==> src/design/mskds_pkg.sv <==
`default_nettype none

package mskds_pkg;

    localparam int SUM_W  = 64;
    localparam int CFG_W  = 5;
    localparam int QDEPTH = 2;

    typedef logic signed [SUM_W-1:0] sum_t;

    typedef struct packed {
        sum_t x;
        logic last;
    } item_t;

    typedef struct packed {
        logic  valid;
        item_t item;
    } q_out_t;

endpackage

`default_nettype wire

==> src/design/mskds_front.sv <==
`default_nettype none

module mskds_front #(
    parameter int VALUE_WIDTH = 32
) (
    input  wire logic                          clk,
    input  wire logic                          rst_n,
    input  wire logic signed [VALUE_WIDTH-1:0] value,
    input  wire logic                          last,
    input  wire logic                          in_valid,
    output logic                               in_stall,
    input  wire logic                          pop,
    output mskds_pkg::q_out_t                  q
);
    import mskds_pkg::*;

    localparam int PW = (QDEPTH > 1) ? $clog2(QDEPTH) : 1;
    localparam int CW = $clog2(QDEPTH + 1);

    logic [VALUE_WIDTH-1:0] val_mem [QDEPTH];
    logic                   last_mem [QDEPTH];
    logic [PW-1:0]          wr_ptr_reg;
    logic [PW-1:0]          wr_ptr_next;
    logic [PW-1:0]          rd_ptr_reg;
    logic [PW-1:0]          rd_ptr_next;
    logic [CW-1:0]          count_reg;
    logic [CW-1:0]          count_next;
    logic                   push;
    logic [VALUE_WIDTH-1:0] head;

    assign in_stall = (count_reg == CW'(QDEPTH));
    assign push     = in_valid && !in_stall;

    always_comb
    begin
        wr_ptr_next = wr_ptr_reg;
        rd_ptr_next = rd_ptr_reg;
        count_next  = count_reg;
        if (push)
        begin
            wr_ptr_next = (wr_ptr_reg == PW'(QDEPTH - 1)) ? '0 : wr_ptr_reg + 1'b1;
        end
        if (pop)
        begin
            rd_ptr_next = (rd_ptr_reg == PW'(QDEPTH - 1)) ? '0 : rd_ptr_reg + 1'b1;
        end
        if (push && !pop)
        begin
            count_next = count_reg + 1'b1;
        end
        else if (!push && pop)
        begin
            count_next = count_reg - 1'b1;
        end
    end

    always_ff @(posedge clk or negedge rst_n)
    begin
        if (!rst_n)
        begin
            wr_ptr_reg <= '0;
            rd_ptr_reg <= '0;
            count_reg  <= '0;
        end
        else
        begin
            wr_ptr_reg <= wr_ptr_next;
            rd_ptr_reg <= rd_ptr_next;
            count_reg  <= count_next;
        end
    end

    always_ff @(posedge clk)
    begin
        if (push)
        begin
            val_mem[wr_ptr_reg]  <= value;
            last_mem[wr_ptr_reg] <= last;
        end
    end

    // sign-extend the head beat to the sum width
    assign head        = val_mem[rd_ptr_reg];
    assign q.valid     = (count_reg != '0);
    assign q.item.x    = {{(SUM_W - VALUE_WIDTH){head[VALUE_WIDTH-1]}}, head};
    assign q.item.last = last_mem[rd_ptr_reg];

endmodule

`default_nettype wire

==> config.mk <==
export PLATFORM = sky130hd
export DESIGN_NAME = mskds_front
export DESIGN_NICKNAME = d
export VERILOG_FILES = /design/src/design/mskds_pkg.sv /design/src/design/mskds_front.sv
export SDC_FILE = /design/constraint.sdc
export NUM_CORES = 1
export LEC_CHECK = 0
export ABC_AREA = 0
export BUFFER_PORTS_ARGS = -buffer_cell sky130_fd_sc_hd__buf_4
export CORE_MARGIN = 3
export CORE_UTILIZATION = 35
export CTS_CLUSTER_DIAMETER = 60
export DETAILED_ROUTE_END_ITERATION = 8
export SYNTH_ARGS = -nofsm -noshare
export SYNTH_HDL_FRONTEND = slang
export SYNTH_SLANG_ARGS = --single-unit
==> constraint.sdc <==
create_clock -name clk -period 3.5 [get_ports clk]
set_input_delay 0.7 -clock clk [delete_from_list [all_inputs] [get_ports clk]]
set_output_delay 0.7 -clock clk [all_outputs]
set_load 0.01 [all_outputs]
======== Word level (Yosys, flattened, before mapping) ========
Memory sizes are Yosys's and may differ from the RTL's.
Index checks and enable logic that the tools add are counted.
word-level totals
  bits in registers ....................... 4
  bits in latches ......................... 0
  bits in writable memories ............... 66
  bits in read-only memories .............. 0
  bits of input ports ..................... 37
  output and inout bits ................... 67
  word-level logic and storage cells ...... 24
  memories kept ........................... 2
memories
  name      words  bits a word  read ports  clocked after Yosys merged registers in  write ports  line               RTL
  val_mem   2      32           1           0                                        1            mskds_front.sv:20  logic [VALUE_WIDTH-1:0] val_mem [QDEPTH];
  last_mem  2      1            1           0                                        1            mskds_front.sv:21  logic last_mem [QDEPTH];
operators by class
  add/sub/neg operators ................... 4
  multipliers ............................. 0
  divide/modulo/power cells ............... 0
  $lt $le $gt $ge ......................... 0
  eq/ne operators ......................... 1
  shifts and indexed selects .............. 0
  mux-type cells .......................... 6
  bitwise gates (word level) .............. 0
  reduce and logical (&&, ||, !) cells .... 8
operators by type and width
  operator             number
  $mux 1               4
  $mux 2               2
  $reduce_bool 2->1    2
  $logic_and 1x1->1    3
  $logic_not 1->1      3
  $add 1x1->1 const B  2
  $add 2x1->2 const B  1
  $eq 2x2->1 const B   1
  $sub 2x1->2 const B  1

======== Logic depth before layout (Yosys ltp) ========
  word-level depth ........................ 7
  mapped depth ............................ 7
  mapped depth without buffers ............ 7

======== Least setup slack after synthesis ========
OpenSTA, ideal clock, no wires.
  path kind ............................... input-to-reg
  from .................................... in in_valid
  to ...................................... mem last_mem[0] (enable)
  setup time .............................. 0.423 ns
  data arrival time ....................... 2.185 ns
  required time ........................... 3.077 ns
  setup slack ............................. 0.892 ns
  stages on the path ...................... 2
  buffers on the path ..................... 0
  cell sequence ........................... nand2_1 -> nor2_1
between the ends
  word-level cells in the longest chain between the ends .. 3
ends and longest elaborated chain
  item                          line               RTL
  start: declaration            mskds_front.sv:10  input wire logic in_valid,
  $logic_and 1x1->1             mskds_front.sv:32  assign push = in_valid && !in_stall;
  $mux 1                        mskds_front.sv:75  if (push)
  $mux 1 (not written as such)  mskds_front.sv:78  last_mem[wr_ptr_reg] <= last;
  end: declaration              mskds_front.sv:21
No other way between the ends.

==> flow_summary.toml <==
[synthesis]
synth_top_cell_by_area = "edfxtp_1"
synthCells = 154
syn_area_um2 = 2972
yosysMostFrequentCell = "edfxtp_1"
synthTopCellsByCount = "edfxtp_1, buf_4, mux2_4, dfrtp_1, mux2_2"
synth_ff_type = "edfxtp_1"
synth_top_area_share_pct = 66.69
synth_warnings = 0
synth_edf_count = 66
synthDistinctLibCells = 16
ys_ff_latch = 70
ys_async_sr_fraction_pct = 5.714
avgSynthCellArea_um2 = 19.30
synth_area_leaders = "edfxtp_1, mux2_4, buf_4"
synth-seq-area-share_pct = 70.06
syn-num-nets = 192

[clock_network]
cts-buffers-inserted = 9
numClockSinks = 70
cts_setup_buffers = 0
htreeDepth = 3
holdBufCountCts = 0
clockBufferDepth = 2
cts_resized = 0
cts_tree = "built"
cts-root-buf = "clkbuf_8"
clock_latency_ps = 330
path_clk_slew_ps = 70

[setup_path]
crit_slowest_cell = "buf_4"
crit_fanout = 27
rr_startpoint = "count_reg[0]"
startpoint_type = "flip-flop"
required_ps = 2800
cp-endpoint = "q[24]"
timing.rr.end = "val_mem[0][25]"
critPathKind = "reg -> out"
crit_start = "rd_ptr_reg"
arrival_ps = 1820
end_kind = "output port"
r2r_cells = 3
reg2reg_slack_ps = 1620
crit_top_cell = "buf_4"
max_stage_delay_ps = 500
crit_chain = "buf_4, mux2_4, buf_4"

[timing]
finalSetupViolCount = 0
slew_viol_final = 0
skew_ps = 6.422
fin_crit_sh_pct = 72.07
clock.fmax_mhz = 396.4
relSlewSlack_pct = 34.04
fin_crit_ps = 2522
worstMarginPinSlew_ps = 987.0
fin_tns_setup_ps = 0
hold_viol_final = 0
rsz0062_at_grt = "no"

[global_route]
grt_antenna_before_repair = 0
grt_pass1_wl_um = 7831
grt_use_total_pct = 10.72
grt_start_max_net_pins = 34
grt_pass1_vias = 1493
grt-ovfl-total = 0

[placed_design]
dp.cells = 324
gp_congestion = 0.6631
dp_hpwl_um = 3492
portBuffers = 103

[pwr]
p_leak_uw = 0.001560
ir_worst_vdd_uv = 595.9
power_density_nw_per_um2 = 847.3

[worst_hold_path]
hold_class = "in -> async"

[layout]
drive_above_1_share_pct = 65.25
largest_register_ffs = 64
nets = 271
diodes = 0
finalNonFillerCells = 338
areaGrowthSynthToFinish_pct = 26.40
nFillCells = 696

[die]
row_count = 32
core_um2 = 7968
die_y_um = 98.14
die_x_um = 98.14
dieArea_um2 = 9631
initial_core_util_pct = 37.30
io_pins = 104

[outcome]
status = "completed"

[routing]
vias = 1418
first_pass_iters = 4
wl_um = 5072
wl_per_cell_um = 15.01
remaining_drc_errors = 0
drtIter0Drc = 85
antenna_left = 0
vias_per_cell = 4.195

[flow_run]
max_cap_viol_count = 0
per-stage QoR:
| stage | util, % | area (µm²) | hold slack [ps] | setup WS (ps) | total power, µW |
|---|---|---|---|---|---|
| 3_3_place_gp | 44.91 | 3578 | 482.0 | 1323 | 2643 |
| 5_1_grt | 47.14 | 3756 | 131.2 | 864.4 | 3368 |
| 4_1_cts | 47.14 | 3756 | 135.1 | 901.4 | 3251 |
| 3_5_place_dp | 44.91 | 3578 | 477.2 | 1282 | 2657 |
| 6_report | 47.14 | 3756 | 155.7 | 977.5 | 3182 |
| 2_1_floorplan | - | 2972 | 404.4 | 892.3 | 2269 |
where the power goes:
group / leakage [µW] / total (µW) / internal (µW) / switching (µW)
registers: 0.000658 / 1230 / 1150 / 76.2
clock network: 0.0000842 / 583 / 320 / 263
logic: 0.000817 / 1370 / 745 / 625
total: 0.00156 / 3180 / 2220 / 965
cell families after synthesis:
logic type / after synthesis / share of synthesized area (%)
fa+ha+maj: 1 / 0.4210
xor+xnor: 5 / 1.474
flops: 70 / 70.06
mux: 33 / 16.17
buf+inv: 39 / 10.86
simple gates: 6 / 1.011
critical path: cells and delay by family (launching register included):
family   cells  cell delay, ps
flops        1             490
mux          1             360
buf+inv      2             650
layer usage:
metal  global-route usage, %  vias to the layer above  wire length [µm]
li1                        -                      686                 -
met1                   11.87                      671              1962
met2                   18.17                       52              2639
met3                   5.714                        9               396
met4                   2.731                        0                73
met5                       0                        -                 0
placed cells by master, fill, tap and decap left out:
cell,instances
buf_4,104
edfxtp_1,66
bufinv_16,1
clkinvlp_4,2
ha_1,1
nor2_4,1
xor2_1,3
nand2b_1,1
xnor2_1,2
nor2_1,1
clkbuf_1,1
mux2_2,4
clkbuf_8,9
clkinv_2,1
nand2_1,1
mux2_4,29
dfrtp_1,3
dfrtp_2,1
and3_2,1
or2_2,1
inv_1,3
worst min-delay path by stage:
stage and endpoint:
6_report count_reg[1], 5_1_grt count_reg[1], 4_1_cts count_reg[0], 3_5_place_dp count_reg[1]
3_3_place_gp count_reg[1], 2_1_floorplan count_reg[0]
area by class of cell:
cell class / instances / area [µm²] / share of cell area, %
Clock buffer: 10 / 127.6 / 3.398
Clock inverter: 4 / 50.05 / 1.332
Inverter: 3 / 11.26 / 0.2998
Multi-Input combinational cell: 45 / 575.6 / 15.32
Sequential cell: 70 / 2083 / 55.46
Tap cell: 102 / 127.6 / 3.398
Timing Repair Buffer: 104 / 780.7 / 20.79
Note: power is estimated with default switching activity, not from simulation.
