**src/design/mskds_pkg.sv**
```systemverilog
`default_nettype none

package mskds_pkg;

    localparam int SUM_W  = 64;
    localparam int CFG_W  = 5;
    localparam int QDEPTH = 2;

    typedef logic signed [SUM_W-1:0] sum_t;

    typedef struct packed {
        sum_t x;
        logic last;
    } item_t;

    typedef struct packed {
        logic  valid;
        item_t item;
    } q_out_t;

endpackage

`default_nettype wire

```
**src/design/mskds_back.sv**
```systemverilog
`default_nettype none

module mskds_back (
    input  wire logic              clk,
    input  wire logic              rst_n,
    input  wire mskds_pkg::q_out_t q,
    output logic                   pop,
    input  wire mskds_pkg::sum_t   sel_sum,
    input  wire logic              sel_valid,
    output mskds_pkg::sum_t        max_sum,
    output logic                   found,
    output logic                   out_valid,
    input  wire logic              out_stall
);
    import mskds_pkg::*;

    logic b_valid_reg;
    logic b_valid_next;
    logic b_last_reg;
    logic b_last_next;
    sum_t ob_reg;
    sum_t ob_next;
    logic ob_v_reg;
    logic ob_v_next;
    logic out_valid_reg;
    logic out_valid_next;
    sum_t max_sum_reg;
    logic found_reg;

    logic go;
    logic consume;
    logic take;
    sum_t new_ob;
    logic new_ob_v;

    // only a final beat waits on a full output register
    assign go      = !(b_valid_reg && b_last_reg && out_valid_reg && out_stall);
    assign pop     = go && q.valid;
    assign consume = go && b_valid_reg;

    assign take     = sel_valid && (!ob_v_reg || sel_sum > ob_reg);
    assign new_ob   = take ? sel_sum : ob_reg;
    assign new_ob_v = take || ob_v_reg;

    always_comb
    begin
        b_valid_next   = b_valid_reg;
        b_last_next    = b_last_reg;
        ob_next        = ob_reg;
        ob_v_next      = ob_v_reg;
        out_valid_next = out_valid_reg && out_stall;
        if (go)
        begin
            b_valid_next = pop;
            b_last_next  = q.item.last;
        end
        if (consume)
        begin
            if (b_last_reg)
            begin
                ob_next        = '0;
                ob_v_next      = 1'b0;
                out_valid_next = 1'b1;
            end
            else
            begin
                ob_next   = new_ob;
                ob_v_next = new_ob_v;
            end
        end
    end

    always_ff @(posedge clk or negedge rst_n)
    begin
        if (!rst_n)
        begin
            b_valid_reg   <= 1'b0;
            b_last_reg    <= 1'b0;
            ob_reg        <= '0;
            ob_v_reg      <= 1'b0;
            out_valid_reg <= 1'b0;
        end
        else
        begin
            b_valid_reg   <= b_valid_next;
            b_last_reg    <= b_last_next;
            ob_reg        <= ob_next;
            ob_v_reg      <= ob_v_next;
            out_valid_reg <= out_valid_next;
        end
    end

    always_ff @(posedge clk)
    begin
        if (consume && b_last_reg)
        begin
            max_sum_reg <= new_ob_v ? new_ob : '0;
            found_reg   <= new_ob_v;
        end
    end

    assign max_sum   = max_sum_reg;
    assign found     = found_reg;
    assign out_valid = out_valid_reg;

    a_notfound_zero: assert property (@(posedge clk) disable iff (!rst_n)
        out_valid_reg && !found_reg |-> max_sum_reg == '0)
        else $error("not-found result carries nonzero sum");

    a_end_clears: assert property (@(posedge clk) disable iff (!rst_n)
        consume && b_last_reg |=> !ob_v_reg && out_valid_reg)
        else $error("sequence end did not emit and clear");

    a_hold_no_pop: assert property (@(posedge clk) disable iff (!rst_n)
        !go |-> !pop)
        else $error("queue popped while back end held");

    a_pop_nonempty: assert property (@(posedge clk) disable iff (!rst_n)
        pop |-> q.valid)
        else $error("pop from empty queue");

endmodule

`default_nettype wire

```
**config.mk**
```make
export PLATFORM = sky130hd
export DESIGN_NAME = mskds_back
export DESIGN_NICKNAME = d
export VERILOG_FILES = /design/src/design/mskds_pkg.sv /design/src/design/mskds_back.sv
export SDC_FILE = /design/constraint.sdc
export NUM_CORES = 1
export LEC_CHECK = 0
export ABC_AREA = 1
export BUFFER_PORTS_ARGS = -buffer_cell sky130_fd_sc_hd__buf_2
export CAP_MARGIN = 25
export CORE_UTILIZATION = 40
export DETAILED_ROUTE_END_ITERATION = 16
export HOLD_SLACK_MARGIN = 0.02
export MAX_ROUTING_LAYER = met4
export PLACE_DENSITY = 0.72
export SYNTH_ARGS = -nofsm -noshare
export SYNTH_HDL_FRONTEND = slang
export SYNTH_SLANG_ARGS = --single-unit
```
**constraint.sdc**
```tcl
create_clock -name clk -period 3.01 [get_ports clk]
set_input_delay 0.4515 -clock clk [delete_from_list [all_inputs] [get_ports clk]]
set_output_delay 0.4515 -clock clk [all_outputs]
set_load 0.02 [all_outputs]
```
Word-level counts from Yosys, hierarchy flattened --
Cells that the tools add are included.
Word-level totals: output and inout port bits 67, word-level logic and storage cells 25, input port bits 134, register bits after elaboration 133
Operators by class: reduce and logical (&&, ||, !) cells 12, magnitude comparators 1, muxes and demuxes 5
Operator list (count):
- $mux 64 | 2
- $gt 64x64->1 | 1
- $logic_and 1x1->1 | 8
- $mux 1 | 3
- $logic_not 1->1 | 2
- $logic_or 1x1->1 | 2

Logic depth before layout (Yosys ltp) --
depth after elaboration 6, depth in mapped cells 23, gate-level depth less buffers 22

Worst setup path after synthesis --
No wires, ideal clock.
path kind register to register, start point reg out_valid_reg (netlist: out_valid), end point reg found_reg (netlist: found), enable pin, required time 2.591 ns, stages on the path, launching flop included 9, buffers on the path 1, library setup time 0.419 ns, period minus slack after synthesis 2.730 ns, arrival time 2.311 ns, path slack 0.280 ns, cells stage by stage dfrtp_1 nand2_1 nor3_1 inv_1 nand2_1 clkbuf_1 inv_1 nand2_1 inv_1
On the way: cells in the longest elaborated chain, start to end 5
Ends and longest elaborated chain:
- start: declaration | RTL line mskds_back.sv:25 | logic out_valid_reg;
- start signal: assignment | RTL line mskds_back.sv:89 | out_valid_reg <= out_valid_next;
- $logic_and 1x1->1 (2 in a row) | RTL line mskds_back.sv:37 | assign go = !(b_valid_reg && b_last_reg && out_valid_reg && out_stall);
- $logic_not 1->1 | RTL line mskds_back.sv:37
- $logic_and 1x1->1 | RTL line mskds_back.sv:39 | assign consume = go && b_valid_reg;
- $logic_and 1x1->1 | RTL line mskds_back.sv:95 | if (consume && b_last_reg)
- end signal: assignment | RTL line mskds_back.sv:98 | found_reg <= new_ob_v;
- end: declaration | RTL line mskds_back.sv:28 | logic found_reg;
Every way passes these cells. A chain may end at the register's enable or synchronous reset.

Final worst setup path --
start point reg ob_reg[43], end point reg max_sum_reg[53] (netlist: max_sum[53]) (data pin)
On the way: cells in the longest elaborated chain, start to end 4, elaborated cells on any way between the ends 5, those cells by class order compare: 1; mux: 1; reduce/logical: 3
Ends and longest elaborated chain:
- start: declaration | RTL line mskds_back.sv:21 | sum_t ob_reg;
- start signal: assignment | RTL line mskds_back.sv:87 | ob_reg <= ob_next;
- $gt 64x64->1 (*) | RTL line mskds_back.sv:41 | assign take = sel_valid && (!ob_v_reg || sel_sum > ob_reg);
- $logic_or 1x1->1 (*) | RTL line mskds_back.sv:41
- $logic_and 1x1->1 (*) | RTL line mskds_back.sv:41
- $mux 64 / $logic_or 1x1->1 (equally long branches) | RTL line mskds_back.sv:42, mskds_back.sv:43
- end signal: assignment | RTL line mskds_back.sv:97 | max_sum_reg <= new_ob_v ? new_ob : '0;
- end: declaration | RTL line mskds_back.sv:27 | sum_t max_sum_reg;
Every way passes the cells marked *; elsewhere a longest branch is shown, timed or not.

==> flow_summary.yaml <==
sta:
  slew_headroom_pct: 46.5
  setup_viol: 0
  tightest_slew_ps: 803
  finClkSkew_ps: 10.0
  finalHoldViolations: 0
  min_period_ps: 2730
  post-route-period-util_pct: 90.8
  holdWs_ps: 0.00822
  slew_viol_final: 0
  rsz0062_at_grt: "false"
  fmax_mhz: 366
  setup_tns_ps: 0
floorplan:
  ioPinCount: 201
  core.rowCount: 51
  dieArea_mm2: 0.0210
  fp.dieH_um: 145
  coreArea_mm2: 0.0197
  die_w_um: 145
  initial_utilization_pct: 41.4
power_and_ir_drop:
  p_leak_nw: 5.16
  powerDensity_mw_per_mm2: 627
  peakVddDrop_mv: 0.365
  p_total_mw: 6.11
final_layout:
  layout.nets: 1310
  final_common_cell: "nand2_1"
  most-common-layout-cells: "nand2_1, inv_1, buf_2, nor2_1, nand3_1"
  synthToLayoutAreaGrowth_pct: 19.3
  diodes: 0
  drive_above_1_share_pct: 22.4
drt:
  drt-total-wl_um: 19200
  routed_via_density: 4.74
  drt_iter0_drc: 304
  num_vias: 6592
  antenna_left: 0
  routedWlPerCell_um: 13.8
  drtPass1Iterations: 4
  drc: 0
critical_path:
  required_ps: 3140
  r2r-start: "ob_reg[43]"
  worst_ep_arrival_time_ps: 2870
  critPathMaxFanout: 35
  r2r-end: "max_sum[53]"
  crit_chain: "inv_1 > ha_1 > nand4_1 > nor3_2 > nand3_1 > nor3b_2 > nand2_1 > nand3_1 > nand3_2 > nand2_4 > buf_12 > nand3_2 > nand2_1 > nor2_1"
  cpMaxStageDelayCell: "dfrtp_1"
  cp_slowest_stage_delay_ps: 340
  reg2regPathDepth: 14
  setup.worst_path.start_class: "register"
  end_kind: "register"
  crit_start: "ob_reg[43]"
  reg2reg_setup_slack_ps: 280
  critPathBufInv: 2
  crit_type: "reg -> reg"
  cp_top_family: "simple AND/OR/NAND/NOR gates"
global_routing:
  grt_max_degree: 69
  grt_pass1_vias: 6421
  grt_first_pass_wirelength_um: 31400
  overflow: 0
  antenna_found_initial: 0
  grt_use_total_pct: 20.1
synth:
  synth_area_leaders: "edfxtp_1, dfrtp_1, nand2_1, ha_1, nand3_2"
  synth_top_area_cell: "edfxtp_1"
  synth_area_per_cell_um2: 8.30
  seq_area_frac_synth_pct: 44.7
  synth-seq-cells: 133
  synthesis.area_mm2: 0.00817
  yosysWarnings: 0
  yosysUniqueCellTypes: 28
  synth_top_area_share_pct: 23.9
  syn_nets: 1182
  synthCells: 984
clock_network:
  post_cts_buffers: 0
  clk_latency_ps: 420
  cts_buffers: 17
  postCtsHoldBufs: 0
  clkTransAtPathRegs_ps: 60
  clock_sinks: 133
  h-tree-depth: 4
  cts_root_buf: "clkbuf_16"
  cts_buffer_depth: 2
  cts_tree: "built"
  cts_resized: 0
placement:
  io_buffers: 136
  place.gp.congestion: 0.803
  dp_hpwl_um: 12600
run:
  max-cap-violations: 0
min_path:
  hp-class: "in -> async"
outcome:
  status: "complete, no violations"
[per-stage QoR]
stage	utilization (%)	worst slack, ps	instance area [um2]	cells
floorplan	-	280	8170	984
global placement	45.9	140	9040	1357
detailed placement	45.9	106	9040	1357
CTS	49.3	279	9720	1389
global route	49.4	64.2	9740	1390
finish	49.4	277	9740	1390
[worst max-delay path by stage]
stage,to,cells past startpoint
global placement,max_sum[37],14
CTS,max_sum[53],14
detailed placement,max_sum[53],14
floorplan,found,8
global route,max_sum[49],14
finish,max_sum[53],14
[per-layer routing]
| layer | up-vias | share of wire [%] | global-route usage [%] |
|---|---|---|---|
| li1 | 3386 | - | - |
| met1 | 3049 | 47 | 25.6 |
| met2 | 138 | 48 | 32.7 |
| met3 | 19 | 3.9 | 3.98 |
| met4 | 0 | 1.2 | 5.21 |
| met5 | - | 0 | - |
[kinds of logic after synthesis]
kind of cell,share of synthesized area (%)
compound gates,2.76
fa+ha+maj,9.81
buf+inv,10.4
flops,44.7
simple gates,32.3
[synth_stat cells]
cell type and count:
o21ai_0 6, nand2_4 2, edfxtp_1 65, o21a_1 3
nor4_1 1, buf_12 7, or2_2 1, dfrtp_1 68
nor2_1 82, ha_1 64, o31ai_1 1, nor3_2 2
buf_2 9, inv_1 146, nor2_2 1, o21bai_1 1
a21o_1 1, nand3_2 61, nand3_1 73, nor3b_2 1
nand2_1 326, buf_4 6, nand4_2 1, nand4_1 4
a21oi_1 30, clkbuf_1 18, nor3_1 3, nand2_2 1
[worst reg2reg max path, stage by stage, from the launching register on]
cell and delay [ps]:
dfrtp_1 340, inv_1 60, ha_1 310, nand4_1 150
nor3_2 160, nand3_1 170, nor3b_2 290, nand2_1 110
nand3_1 100, nand3_2 100, nand2_4 110, buf_12 260
nand3_2 140, nand2_1 100, nor2_1 50
[area by class of cell]
cell class                      instances  area (um2)
Clock buffer                           23         478
Clock inverter                          9         198
Fill cell                            1851        9980
Inverter                              146         548
Multi-Input combinational cell        665        3680
Sequential cell                       133        3650
Tap cell                              265         332
Timing Repair Buffer                  149         846
[power breakdown]
part | leakage, nW | switching [mW] | internal (mW) | total, mW
logic | 3.31 | 0.951 | 0.498 | 1.45
registers | 1.52 | 0.0888 | 2.16 | 2.25
clock network | 0.327 | 0.790 | 1.62 | 2.41
Power figures use the tool's default switching activity.
